--- src/assp_pkg.sv ---
// ============================================================================
// assp_pkg
// Shared types and constants for the Annex B SPS/PPS extractor.
// ============================================================================
package assp_pkg;

    // Unit size counter and the width of the size field on the result port.
    localparam int SIZE_BITS   = 16;
    localparam int UNIT_SIZE_W = 16;

    // Hold line that keeps back the tail of a unit.
    localparam int HOLD_DEPTH = 4;
    localparam int HOLD_IDX_W = $clog2(HOLD_DEPTH);
    localparam int HOLD_CNT_W = $clog2(HOLD_DEPTH + 1);

    // Queue between the classifier and the unit engine.
    localparam int QUEUE_DEPTH = 4;
    localparam int QUEUE_PTR_W = $clog2(QUEUE_DEPTH);
    localparam int QUEUE_CNT_W = $clog2(QUEUE_DEPTH + 1);

    // Byte values used by the start code and header scan.
    localparam logic [7:0] ZERO_BYTE  = 8'h00;
    localparam logic [7:0] START_BYTE = 8'h01;
    localparam logic [7:0] TYPE_MASK  = 8'h1f;
    localparam logic [4:0] TYPE_SPS   = 5'd7;
    localparam logic [4:0] TYPE_PPS   = 5'd8;

    // Operation codes passed from the classifier to the unit engine.
    typedef logic [1:0] t_op_code;
    localparam t_op_code OP_NONE   = 2'd0;
    localparam t_op_code OP_START  = 2'd1;
    localparam t_op_code OP_HEADER = 2'd2;
    localparam t_op_code OP_DATA   = 2'd3;

    // Input beat.
    typedef struct packed {
        logic [7:0] stream_byte;
        logic       end_of_stream;
    } t_in_beat;

    // Result beat.
    typedef struct packed {
        logic [7:0]             nal_byte;
        logic                   nal_kind;
        logic                   unit_last;
        logic [UNIT_SIZE_W-1:0] unit_size;
    } t_out_beat;

    // Classified byte as held in the queue.
    typedef struct packed {
        t_op_code   code;
        logic       kind;
        logic [7:0] data;
        logic       eos;
    } t_op;

endpackage

--- src/assp_front.sv ---
// ============================================================================
// assp_front
// Classifier: scans the byte stream for start codes and headers and turns
// each accepted byte into an operation for the unit engine.
// ============================================================================
module assp_front (
    input  logic               i_clk,
    input  logic               i_rst_n,
    input  logic               i_push,
    input  assp_pkg::t_in_beat i_in,
    input  logic               i_full,
    output logic               o_push,
    output assp_pkg::t_op      o_op
);
    import assp_pkg::*;

    logic [1:0] r_zero_run;
    logic [1:0] n_zero_run;
    logic       r_expect;
    logic       n_expect;
    logic       accept;
    logic [4:0] nal_type;

    assign accept   = i_push && !i_full;
    assign nal_type = 5'(i_in.stream_byte & TYPE_MASK);

    // Classify the incoming byte and advance the scan state.
    always_comb begin
        n_zero_run = r_zero_run;
        n_expect   = r_expect;
        o_op.code  = OP_NONE;
        o_op.kind  = (nal_type == TYPE_PPS);
        o_op.data  = i_in.stream_byte;
        o_op.eos   = i_in.end_of_stream;
        if (i_in.stream_byte == START_BYTE && r_zero_run == 2'd3) begin
            o_op.code  = OP_START;
            n_expect   = 1'b1;
            n_zero_run = 2'd0;
        end else if (r_expect) begin
            n_expect   = 1'b0;
            n_zero_run = {1'b0, i_in.stream_byte == ZERO_BYTE};
            if (nal_type == TYPE_SPS || nal_type == TYPE_PPS) begin
                o_op.code = OP_HEADER;
            end
        end else begin
            if (i_in.stream_byte == ZERO_BYTE) begin
                n_zero_run = (r_zero_run == 2'd3) ? 2'd3 : r_zero_run + 2'd1;
            end else begin
                n_zero_run = 2'd0;
            end
            o_op.code = OP_DATA;
        end
        // End of stream restarts the scan.
        if (i_in.end_of_stream) begin
            n_zero_run = 2'd0;
            n_expect   = 1'b0;
        end
    end

    // Headers of other unit types leave the engine untouched and are not queued.
    assign o_push = accept && (o_op.code != OP_NONE);

    // Scan state registers.
    always_ff @(posedge i_clk) begin
        if (!i_rst_n) begin
            r_zero_run <= 2'd0;
            r_expect   <= 1'b0;
        end else if (accept) begin
            r_zero_run <= n_zero_run;
            r_expect   <= n_expect;
        end
    end

endmodule

--- src/assp_queue.sv ---
// ============================================================================
// assp_queue
// Short queue of classified bytes between the classifier and the unit engine.
// ============================================================================
module assp_queue (
    input  logic          i_clk,
    input  logic          i_rst_n,
    input  logic          i_push,
    input  assp_pkg::t_op i_op,
    input  logic          i_pop,
    output logic          o_full,
    output logic          o_valid,
    output assp_pkg::t_op o_op
);
    import assp_pkg::*;

    t_op                    r_entries [QUEUE_DEPTH];
    logic [QUEUE_PTR_W-1:0] r_wr_ptr;
    logic [QUEUE_PTR_W-1:0] r_rd_ptr;
    logic [QUEUE_CNT_W-1:0] r_count;
    logic                   do_push;
    logic                   do_pop;

    assign o_full  = (r_count == QUEUE_CNT_W'(QUEUE_DEPTH));
    assign o_valid = (r_count != '0);
    assign o_op    = r_entries[r_rd_ptr];
    assign do_push = i_push && !o_full;
    assign do_pop  = i_pop && o_valid;

    // Pointers and fill count.
    always_ff @(posedge i_clk) begin
        if (!i_rst_n) begin
            r_wr_ptr <= '0;
            r_rd_ptr <= '0;
            r_count  <= '0;
        end else begin
            if (do_push) begin
                r_wr_ptr <= r_wr_ptr + 1'b1;
            end
            if (do_pop) begin
                r_rd_ptr <= r_rd_ptr + 1'b1;
            end
            if (do_push && !do_pop) begin
                r_count <= r_count + 1'b1;
            end else if (do_pop && !do_push) begin
                r_count <= r_count - 1'b1;
            end
        end
    end

    // Entry storage.
    always_ff @(posedge i_clk) begin
        if (do_push) begin
            r_entries[r_wr_ptr] <= i_op;
        end
    end

endmodule

--- src/assp_back.sv ---
// ============================================================================
// assp_back
// Unit engine: keeps the hold line and the unit size count, and sends unit
// bytes to the output register one beat per cycle while that register is free.
// ============================================================================
module assp_back (
    input  logic                i_clk,
    input  logic                i_rst_n,
    input  logic                i_op_valid,
    input  assp_pkg::t_op       i_op,
    output logic                o_op_pop,
    input  logic                i_pop,
    output logic                o_empty,
    output assp_pkg::t_out_beat o_out
);
    import assp_pkg::*;

    logic                  r_capturing;
    logic                  n_capturing;
    logic                  r_kind;
    logic                  n_kind;
    logic                  r_flush;
    logic                  n_flush;
    logic [7:0]            r_hold [HOLD_DEPTH];
    logic [7:0]            n_hold [HOLD_DEPTH];
    logic [HOLD_CNT_W-1:0] r_hold_cnt;
    logic [HOLD_CNT_W-1:0] n_hold_cnt;
    logic [SIZE_BITS-1:0]  r_byte_cnt;
    logic [SIZE_BITS-1:0]  n_byte_cnt;
    logic [SIZE_BITS-1:0]  byte_inc;
    t_out_beat             r_out;
    logic                  r_out_valid;
    logic                  out_free;
    logic                  hold_full;
    logic                  need_emit;
    logic                  emit;
    logic                  emit_last;

    assign out_free  = !r_out_valid || i_pop;
    assign hold_full = (r_hold_cnt == HOLD_CNT_W'(HOLD_DEPTH));
    assign byte_inc  = (r_byte_cnt == '1) ? r_byte_cnt : r_byte_cnt + 1'b1;
    assign need_emit = r_capturing && hold_full &&
                       (i_op.code == OP_START || i_op.code == OP_DATA);

    // Carry out one operation, or one flush beat at end of stream.
    always_comb begin
        n_capturing = r_capturing;
        n_kind      = r_kind;
        n_flush     = r_flush;
        n_hold      = r_hold;
        n_hold_cnt  = r_hold_cnt;
        n_byte_cnt  = r_byte_cnt;
        emit        = 1'b0;
        emit_last   = 1'b0;
        o_op_pop    = 1'b0;
        if (r_flush) begin
            // Drain the hold line, oldest byte first.
            if (out_free) begin
                emit       = 1'b1;
                emit_last  = (r_hold_cnt == HOLD_CNT_W'(1));
                n_byte_cnt = byte_inc;
                for (int i = 0; i < HOLD_DEPTH - 1; i++) begin
                    n_hold[i] = r_hold[i+1];
                end
                n_hold_cnt = r_hold_cnt - 1'b1;
                if (emit_last) begin
                    n_flush     = 1'b0;
                    n_capturing = 1'b0;
                    n_hold_cnt  = '0;
                    n_byte_cnt  = '0;
                end
            end
        end else if (i_op_valid && (!need_emit || out_free)) begin
            o_op_pop = 1'b1;
            case (i_op.code)
                OP_START: begin
                    // The oldest held byte closes the unit; the rest are zeros
                    // of the start code.
                    if (need_emit) begin
                        emit       = 1'b1;
                        emit_last  = 1'b1;
                        n_byte_cnt = byte_inc;
                    end
                    n_capturing = 1'b0;
                    n_hold_cnt  = '0;
                end
                OP_HEADER: begin
                    n_capturing = 1'b1;
                    n_kind      = i_op.kind;
                    n_hold[0]   = i_op.data;
                    n_hold_cnt  = HOLD_CNT_W'(1);
                    n_byte_cnt  = '0;
                end
                OP_DATA: begin
                    if (r_capturing) begin
                        if (hold_full) begin
                            emit       = 1'b1;
                            n_byte_cnt = byte_inc;
                            for (int i = 0; i < HOLD_DEPTH - 1; i++) begin
                                n_hold[i] = r_hold[i+1];
                            end
                            n_hold[HOLD_DEPTH-1] = i_op.data;
                        end else begin
                            n_hold[r_hold_cnt[HOLD_IDX_W-1:0]] = i_op.data;
                            n_hold_cnt = r_hold_cnt + 1'b1;
                        end
                    end
                end
                default: begin
                end
            endcase
            // End of stream: flush a unit in progress, otherwise restart.
            if (i_op.eos) begin
                if (n_capturing) begin
                    n_flush = 1'b1;
                end else begin
                    n_hold_cnt = '0;
                    n_byte_cnt = '0;
                end
            end
        end
    end

    // Control state.
    always_ff @(posedge i_clk) begin
        if (!i_rst_n) begin
            r_capturing <= 1'b0;
            r_kind      <= 1'b0;
            r_flush     <= 1'b0;
            r_hold_cnt  <= '0;
            r_byte_cnt  <= '0;
            r_out_valid <= 1'b0;
        end else begin
            r_capturing <= n_capturing;
            r_kind      <= n_kind;
            r_flush     <= n_flush;
            r_hold_cnt  <= n_hold_cnt;
            r_byte_cnt  <= n_byte_cnt;
            if (emit) begin
                r_out_valid <= 1'b1;
            end else if (i_pop) begin
                r_out_valid <= 1'b0;
            end
        end
    end

    // Hold line and output register payload.
    always_ff @(posedge i_clk) begin
        r_hold <= n_hold;
        if (emit) begin
            r_out.nal_byte  <= r_hold[0];
            r_out.nal_kind  <= r_kind;
            r_out.unit_last <= emit_last;
            r_out.unit_size <= emit_last ? UNIT_SIZE_W'(byte_inc) : '0;
        end
    end

    assign o_empty = !r_out_valid;
    assign o_out   = r_out;

endmodule

--- src/annexb_sps_pps_extractor.sv ---
// ============================================================================
// annexb_sps_pps_extractor
// Pulls SPS and PPS units out of an H.264 Annex B byte stream.
// ============================================================================
// The block takes one stream byte per cycle and passes on the bytes of every
// SPS and PPS unit, header first, each beat tagged with the unit kind; the
// final byte of a unit carries the last flag and the saturating unit size.
// Only the four-byte start code is recognized. A classifier finds start codes
// and headers and feeds a four-entry queue; the unit engine behind it keeps a
// four-byte hold line and writes one result beat per cycle, while results
// are taken, into an output register. Sustained throughput is one byte per
// cycle. A byte that ends the stream inside a unit makes the engine drain
// the hold line before it takes more bytes. At full input rate the queue
// holds one byte, so its three spare entries keep taking input bytes during
// the drain until the queue fills and the input stalls; it stalls longer when
// end-of-stream bytes arrive close together or results are not taken. From
// input to result a byte passes the queue, the hold line and the output register.
module annexb_sps_pps_extractor (
    input  logic                i_clk,
    input  logic                i_rst_n,
    input  assp_pkg::t_in_beat  i_in,
    input  logic                i_push,
    output logic                o_full,
    output assp_pkg::t_out_beat o_out,
    output logic                o_empty,
    input  logic                i_pop
);
    import assp_pkg::*;

    logic q_push;
    t_op  q_in;
    logic q_valid;
    t_op  q_out;
    logic q_pop;

    // Start code and header classification.
    assp_front u_front (
        .i_clk   (i_clk),
        .i_rst_n (i_rst_n),
        .i_push  (i_push),
        .i_in    (i_in),
        .i_full  (o_full),
        .o_push  (q_push),
        .o_op    (q_in)
    );

    // Decoupling queue.
    assp_queue u_queue (
        .i_clk   (i_clk),
        .i_rst_n (i_rst_n),
        .i_push  (q_push),
        .i_op    (q_in),
        .i_pop   (q_pop),
        .o_full  (o_full),
        .o_valid (q_valid),
        .o_op    (q_out)
    );

    // Hold line, size count and output register.
    assp_back u_back (
        .i_clk      (i_clk),
        .i_rst_n    (i_rst_n),
        .i_op_valid (q_valid),
        .i_op       (q_out),
        .o_op_pop   (q_pop),
        .i_pop      (i_pop),
        .o_empty    (o_empty),
        .o_out      (o_out)
    );

endmodule

--- config.mk ---
export PLATFORM = sky130hd
export DESIGN_NAME = annexb_sps_pps_extractor
export DESIGN_NICKNAME = d
export VERILOG_FILES = /design/src/assp_pkg.sv /design/src/assp_front.sv /design/src/assp_queue.sv /design/src/assp_back.sv /design/src/annexb_sps_pps_extractor.sv
export SDC_FILE = /design/constraint.sdc
export NUM_CORES = 1
export LEC_CHECK = 0
export ABC_AREA = 1
export BUFFER_PORTS_ARGS = -buffer_cell sky130_fd_sc_hd__buf_2
export CORE_MARGIN = 1
export CORE_UTILIZATION = 55
export DETAILED_ROUTE_END_ITERATION = 8
export PLACE_DENSITY = 0.81
export SETUP_SLACK_MARGIN = 0.05
export SYNTH_ARGS = -nofsm -noshare
export SYNTH_HDL_FRONTEND = slang
export SYNTH_SLANG_ARGS = --single-unit
--- constraint.sdc ---
create_clock -name i_clk -period 6.3 [get_ports i_clk]
set_clock_uncertainty 0.2 [all_clocks]
set_input_delay 0.945 -clock i_clk [delete_from_list [all_inputs] [get_ports i_clk]]
set_output_delay 0.945 -clock i_clk [all_outputs]
set_load 0.1 [all_outputs]
* Word level (Yosys, flattened, before mapping)
Memories as Yosys holds them, arrays and structs flattened. A register that Yosys moved wholly into a read port is not among the register bits. Index checks and enable logic that the tools add are counted.
Cells by class: equal/unequal tests 14, magnitude comparators 2, bitwise operators 2, reduce and logical (&&, ||, !) cells 35, muxes and demuxes 74, add/sub/neg operators 8
Operator list (number):
- 16-bit two-way mux | 10
- 32-bit two-way mux | 3
- 24-bit two-way mux | 3
- 16-bit one-hot mux with 3 select lines | 1
- 32-bit bitwise mux | 1
- 1-bit two-way mux | 30
- 3-bit two-way mux | 10
- 2-bit two-way mux | 10
- 16-bit by 1-bit adder with 16-bit output (second input constant) | 1
- 8-bit demux with 2-bit select | 1
- 16-bit equality test (second input constant) | 1
- 8-bit one-hot mux with 2 select lines | 1
- 4-bit AND reduction | 3
- 2-bit nonzero test | 6
- 1-bit logical AND | 11
- 3-bit one-hot mux with 3 select lines | 1
- 8-bit by 1-bit equality test with 1-bit output (second input constant) | 1
- 8-bit zero test | 1
- 8-bit two-way mux | 1
- 2-bit by 1-bit adder with 2-bit output (second input constant) | 3
- 3-bit by 1-bit adder with 3-bit output (second input constant) | 2
- 2-bit equality test (second input constant) | 3
- 3-bit equality test (second input constant) | 2
- 3-bit AND reduction | 2
- 16 further kinds | 27
Word-level totals: RAM bits 48, output and inout port bits 28, memories 1, register bits 91, logic and storage cells 155, bits of input ports 13
Memories:
- u_queue.r_entries | depth 4, width 12, read ports 1, clocked after memory_dff 1, wr ports 1, RTL line assp_queue.sv:17 | t_op r_entries [QUEUE_DEPTH];

* Longest topological paths before layout
word-level depth 12, depth in mapped cells 19, depth with buffers taken out 16

* Cells and area by module
From an unflattened synthesis, not the netlist that was laid out.
Unflattened totals: cell total of the unflattened synthesis 807, area total of the unflattened synthesis 7214.4 um^2
Modules (own cells, without submodules):
- assp_back | area an instance 4575.6 um^2, times used 1, seq. area each 2202.1 um^2, cells each 557
- assp_queue | area an instance 2278.4 um^2, times used 1, seq. area each 1621.6 um^2, cells each 185
- assp_front | area an instance 360.3 um^2, times used 1, seq. area each 60.1 um^2, cells each 65

* Worst setup path after synthesis
OpenSTA, ideal clock, no wires.
kind reg2reg, from register u_back.r_out_valid, to register u_back.r_out (netlist bit u_back.o_out[0]), enable pin, data required time 5.653 ns, cell stages (with the launch flop) 6, setup slack 2.228 ns, arrival 3.425 ns, library setup time 0.447 ns, path through dfxtp_1 inv_1 nor2_1 a21oi_4 inv_2 o21ai_0
Between the ends: word-level cells in the longest chain between the ends 6, elaborated cells between the ends (all ways) 7, classes of those cells mux (3); reduce/logical (4)
Ends and longest elaborated chain:
- start, declared | RTL line assp_back.sv:32 | logic r_out_valid;
- start signal, assigned | RTL line assp_back.sv:132 | r_out_valid <= 1'b0;
- start signal, assigned | RTL line assp_back.sv:140 | r_out_valid <= 1'b1;
- start signal, assigned | RTL line assp_back.sv:142 | r_out_valid <= 1'b0;
- 1-bit zero test *
- via o_empty | RTL line annexb_sps_pps_extractor.sv:25 | output logic o_empty,
- 1-bit logical OR * | RTL line assp_back.sv:39 | assign out_free = !r_out_valid || i_pop;
- 1-bit logical OR | RTL line assp_back.sv:73 | end else if (i_op_valid && (!need_emit || out_free)) begin
- 1-bit logical AND | RTL line assp_back.sv:73
- 1-bit two-way mux | RTL line assp_back.sv:73
- 1-bit two-way mux * | RTL line assp_back.sv:56 | if (r_flush) begin
- via u_back.emit | RTL line assp_back.sv:36 | logic emit;
- end, declared | RTL line assp_back.sv:31 | t_out_beat r_out;
The timed path passes the listed nets; every way through them passes the cells marked *. A chain may end at the register's enable or synchronous reset.

==> impl_table.tex <==
\begin{tabular}{lr}
\hline
Metric & Value \\
\hline
\multicolumn{2}{l}{\textbf{Clocking}} \\
Post-CTS Hold Fix Bufs & 0 \\
CTS buffer count & 17 \\
Quantity of gates resized following cts & 0 \\
Number of buffers inserted by post-CTS setup repair & 0 \\
Worst skew pair latency & 430 ps \\
Count of H-tree levels built during CTS & 4 \\
Clock transition time at the flip-flop clock pins of the worst setup and hold paths & $\sim$60 ps \\
Clock tree root driver cell & sky130\_fd\_sc\_hd\_\_clkbuf\_16 \\
TritonCTS clock tree & done \\
CTS Sinks & roughly 140 \\
Buffer levels on the longest clock path & 2 \\
\multicolumn{2}{l}{\textbf{Yosys}} \\
Syn\_nets & 858 \\
Cell count after synthesis & $\sim$830 \\
Sequential cell area fraction in the yosys report & 0.5376 \\
Syn Area/Cell & 8.715 um\^{}2 \\
Top flip-flop cell by instance count after synthesis & sky130\_fd\_sc\_hd\_\_edfxtp\_1 \\
Top cell type by total area after synthesis & sky130\_fd\_sc\_hd\_\_edfxtp\_1 \\
Count of flip-flops with a built-in enable after synthesis & 106 \\
Share of flip-flops with an asynchronous set or reset & 0 \\
Post-synthesis cell type count & 41 \\
Synthesis Warnings & 0 \\
Synth top area cells & sky130\_fd\_sc\_hd\_\_edfxtp\_1 (44\%), sky130\_fd\_sc\_hd\_\_nand2\_1 (10\%), sky130\_fd\_sc\_hd\_\_dfxtp\_1 (9.7\%) \\
Seq cells post-synth & roughly 140 \\
Share of the synthesized area in the top cell type & 0.4406 \\
Mapped cell area & 7224 um\^{}2 \\
\multicolumn{2}{l}{\textbf{Timing}} \\
Worst-case headroom to the max-slew limit & 0.2262 \\
Final number of max-transition violations & 0 \\
Post-layout minimum cycle time & 4364 ps \\
Highest clock rate & 229.2 MHz \\
Worst-case hold slack & 215.8 ps \\
Count of final setup violators & 0 \\
Part of the cycle the worst path needs & 0.6926 \\
Number of failing hold endpoints at the final stage & 0 \\
Post-Route Setup TNS & 0 ps \\
Setup repair after global routing missed its margin & no \\
Worst Max-Slew Pin Slew & 1156 ps \\
\multicolumn{2}{l}{\textbf{Detailed routing}} \\
DRC errors left & 0 \\
Post-route ant nets & 0 \\
Wire length after detailed routing & 15980 um \\
Ratio of routed vias to standard cells & 5.677 \\
Via Count & 5927 \\
Per-cell routed wire length & 15.31 um \\
Number of iterations in the first detailed-routing pass & 5 \\
Number of DRC markers in iteration 0 & between 500 and 600 \\
\multicolumn{2}{l}{\textbf{Global route}} \\
Gr ovfl total & 0 \\
First-pass GRT wire length & approximately 26000 um \\
Number of antenna violations at the first check in global routing & 0 \\
Total GRT Usage & 0.2518 \\
Largest net degree at the start of global routing & 34 \\
Vias in the first global route & 5168 \\
\multicolumn{2}{l}{\textbf{Power and ir drop}} \\
Pwr Density & 491.6 nW/um\^{}2 \\
VDD IR max & 256.4 uV \\
Total Power Consumption & 3.972 mW \\
Leakage power & 3.129 nW \\
\multicolumn{2}{l}{\textbf{Setup path}} \\
Critical path endpoint category & register \\
Worst Path Required & 6160 ps \\
Critical path launch point type & register \\
Critical path start-end classification & register to register \\
Maximum net fanout on the critical path & 33 \\
Data arrival time of the critical path & 4220 ps \\
\multicolumn{2}{l}{\textbf{Place}} \\
Buffers on Ports & 40 \\
Final Wtd Congestion & 0.9458 \\
Post-DP HPWL & 10830 um \\
DP Area & 7516 um\^{}2 \\
\multicolumn{2}{l}{\textbf{Die}} \\
DIE AREA & 13600 um\^{}2 \\
Number of top-level design ports & 41 \\
Core footprint & 12720 um\^{}2 \\
Initial standard-cell utilization of the core & 0.5679 \\
Die height & 116.6 um \\
Overall die width & around 120 um \\
Std cell rows & 41 \\
\multicolumn{2}{l}{\textbf{Flow run}} \\
Max-cap violations & 0 \\
\multicolumn{2}{l}{\textbf{Finish}} \\
Fin nets & 888 \\
Post-route cell area & 8080 um\^{}2 \\
Fraction of final layout cells with drive strength greater than 1 & 0.1170 \\
Number of filler instances in the final layout & between 1000 and 1500 \\
Area Overhead vs Synth & 11.85\% \\
\# diodes & 0 \\
\multicolumn{2}{l}{\textbf{Status}} \\
Outcome & complete, no violations \\
\multicolumn{2}{l}{\textbf{Min path}} \\
Class of the most critical hold timing path & register to register \\
\hline
\end{tabular}
==> sequential cells by signal (all words and copies together) (netlist names), named ones only <==
name                count
u_back.r_flush          1
u_back.r_hold          32
u_back.r_byte_cnt      16
u_front.r_zero_run      2
u_queue.r_rd_ptr        2
u_queue.r_entries      48
u_back.r_hold_cnt       3
u_back.r_capturing      1
u_back.r_kind           1
u_queue.r_count         3
u_back.o_out           26
u_queue.r_wr_ptr        2
u_back.r_out_valid      1
u_front.r_expect        1
==> kinds of logic after synthesis <==
group           after synthesis  share of synthesized area
simple gates                340                     0.2030
buf+inv                     129                    0.07066
fa+ha+maj                    16                    0.02875
flops                       141                     0.5376
compound gates              198                     0.1540
xor+xnor                      5                   0.006061
==> Yosys cell counts, types with 3 or more instances <==
library cell,count
sky130_fd_sc_hd__nor2_1,63
sky130_fd_sc_hd__inv_1,89
sky130_fd_sc_hd__dfxtp_1,35
sky130_fd_sc_hd__a21oi_1,67
sky130_fd_sc_hd__buf_1,3
sky130_fd_sc_hd__ha_1,15
sky130_fd_sc_hd__clkbuf_1,19
sky130_fd_sc_hd__nor2_4,3
sky130_fd_sc_hd__xor2_1,5
sky130_fd_sc_hd__buf_2,6
sky130_fd_sc_hd__o22ai_1,26
sky130_fd_sc_hd__nand4_1,6
sky130_fd_sc_hd__o21ai_0,81
sky130_fd_sc_hd__nand3_1,49
sky130_fd_sc_hd__o21ai_1,4
sky130_fd_sc_hd__inv_2,7
sky130_fd_sc_hd__nand2_2,5
sky130_fd_sc_hd__edfxtp_1,106
sky130_fd_sc_hd__nor2_2,3
sky130_fd_sc_hd__nand2_1,197
sky130_fd_sc_hd__a32o_1,9
sky130_fd_sc_hd__or2_2,3
==> layout make-up <==
class	count	area, um^2	share of cell area
Sequential cell	141	3884	0.4806
Multi-Input combinational cell	559	2834	0.3507
Clock buffer	19	432.9	0.05358
Inverter	98	367.9	0.04552
Timing Repair Buffer	42	215.2	0.02663
Tap cell	172	215.2	0.02663
Clock inverter	13	131.4	0.01626
==> power breakdown <==
part / internal (mW) / switching [mW]
combinational: 0.444 / 1.24
clock: 0.550 / 0.399
sequential: 1.22 / 0.119
total: 2.21 / 1.76
==> cell usage in the layout, fill, tap and decap left out, types with 7 or more instances in the layout <==
cell,instances
sky130_fd_sc_hd__o22ai_1,26
sky130_fd_sc_hd__buf_2,40
sky130_fd_sc_hd__clkbuf_16,17
sky130_fd_sc_hd__inv_2,7
sky130_fd_sc_hd__nor2_1,63
sky130_fd_sc_hd__dfxtp_1,35
sky130_fd_sc_hd__ha_1,15
sky130_fd_sc_hd__nand3_1,49
sky130_fd_sc_hd__edfxtp_1,106
sky130_fd_sc_hd__o21ai_0,80
sky130_fd_sc_hd__a32o_1,9
sky130_fd_sc_hd__inv_1,89
sky130_fd_sc_hd__a21oi_1,67
sky130_fd_sc_hd__nand2_1,197
==> metrics by stage <==
step,cells,utilization,worst slack (ps)
global route,1044,0.6351,1514
detailed placement,1012,0.5908,1964
finish,1044,0.6351,1936
global placement,1012,0.5908,2134
CTS,1044,0.6351,1954
floorplan,829,-,2228
==> routing by layer <==
metal,GRT usage,part of all wire
met5,0,0
met4,0.1072,0.023
met3,0.05241,0.082
met2,0.3972,0.47
met1,0.3385,0.43
==> final timing paths <==
path / depth (start not counted) / slack [ps] / startpoint / to
worst min-delay path: 0 / 220 / u_back.r_hold[26] / u_back.o_out[20]
worst max-delay path: 10 / 1940 / register / u_back.r_hold[30]
worst max register to register: 10 / 1940 / register / u_back.r_hold[30]
worst min register to register: 0 / 220 / u_back.r_hold[26] / u_back.o_out[20]
==> worst max-delay path, cell delays in order, from the launching register on <==
cell and delay (ps):
sky130_fd_sc_hd__dfxtp_1 840, sky130_fd_sc_hd__inv_2 370, sky130_fd_sc_hd__nand2_1 160, sky130_fd_sc_hd__nand3_2 120
sky130_fd_sc_hd__nand2_2 200, sky130_fd_sc_hd__nor2_4 60, sky130_fd_sc_hd__a21oi_4 740, sky130_fd_sc_hd__nor2_8 70
sky130_fd_sc_hd__inv_2 410, sky130_fd_sc_hd__o21ai_0 170, sky130_fd_sc_hd__a21oi_1 620
Power figures use the tool's default switching activity.
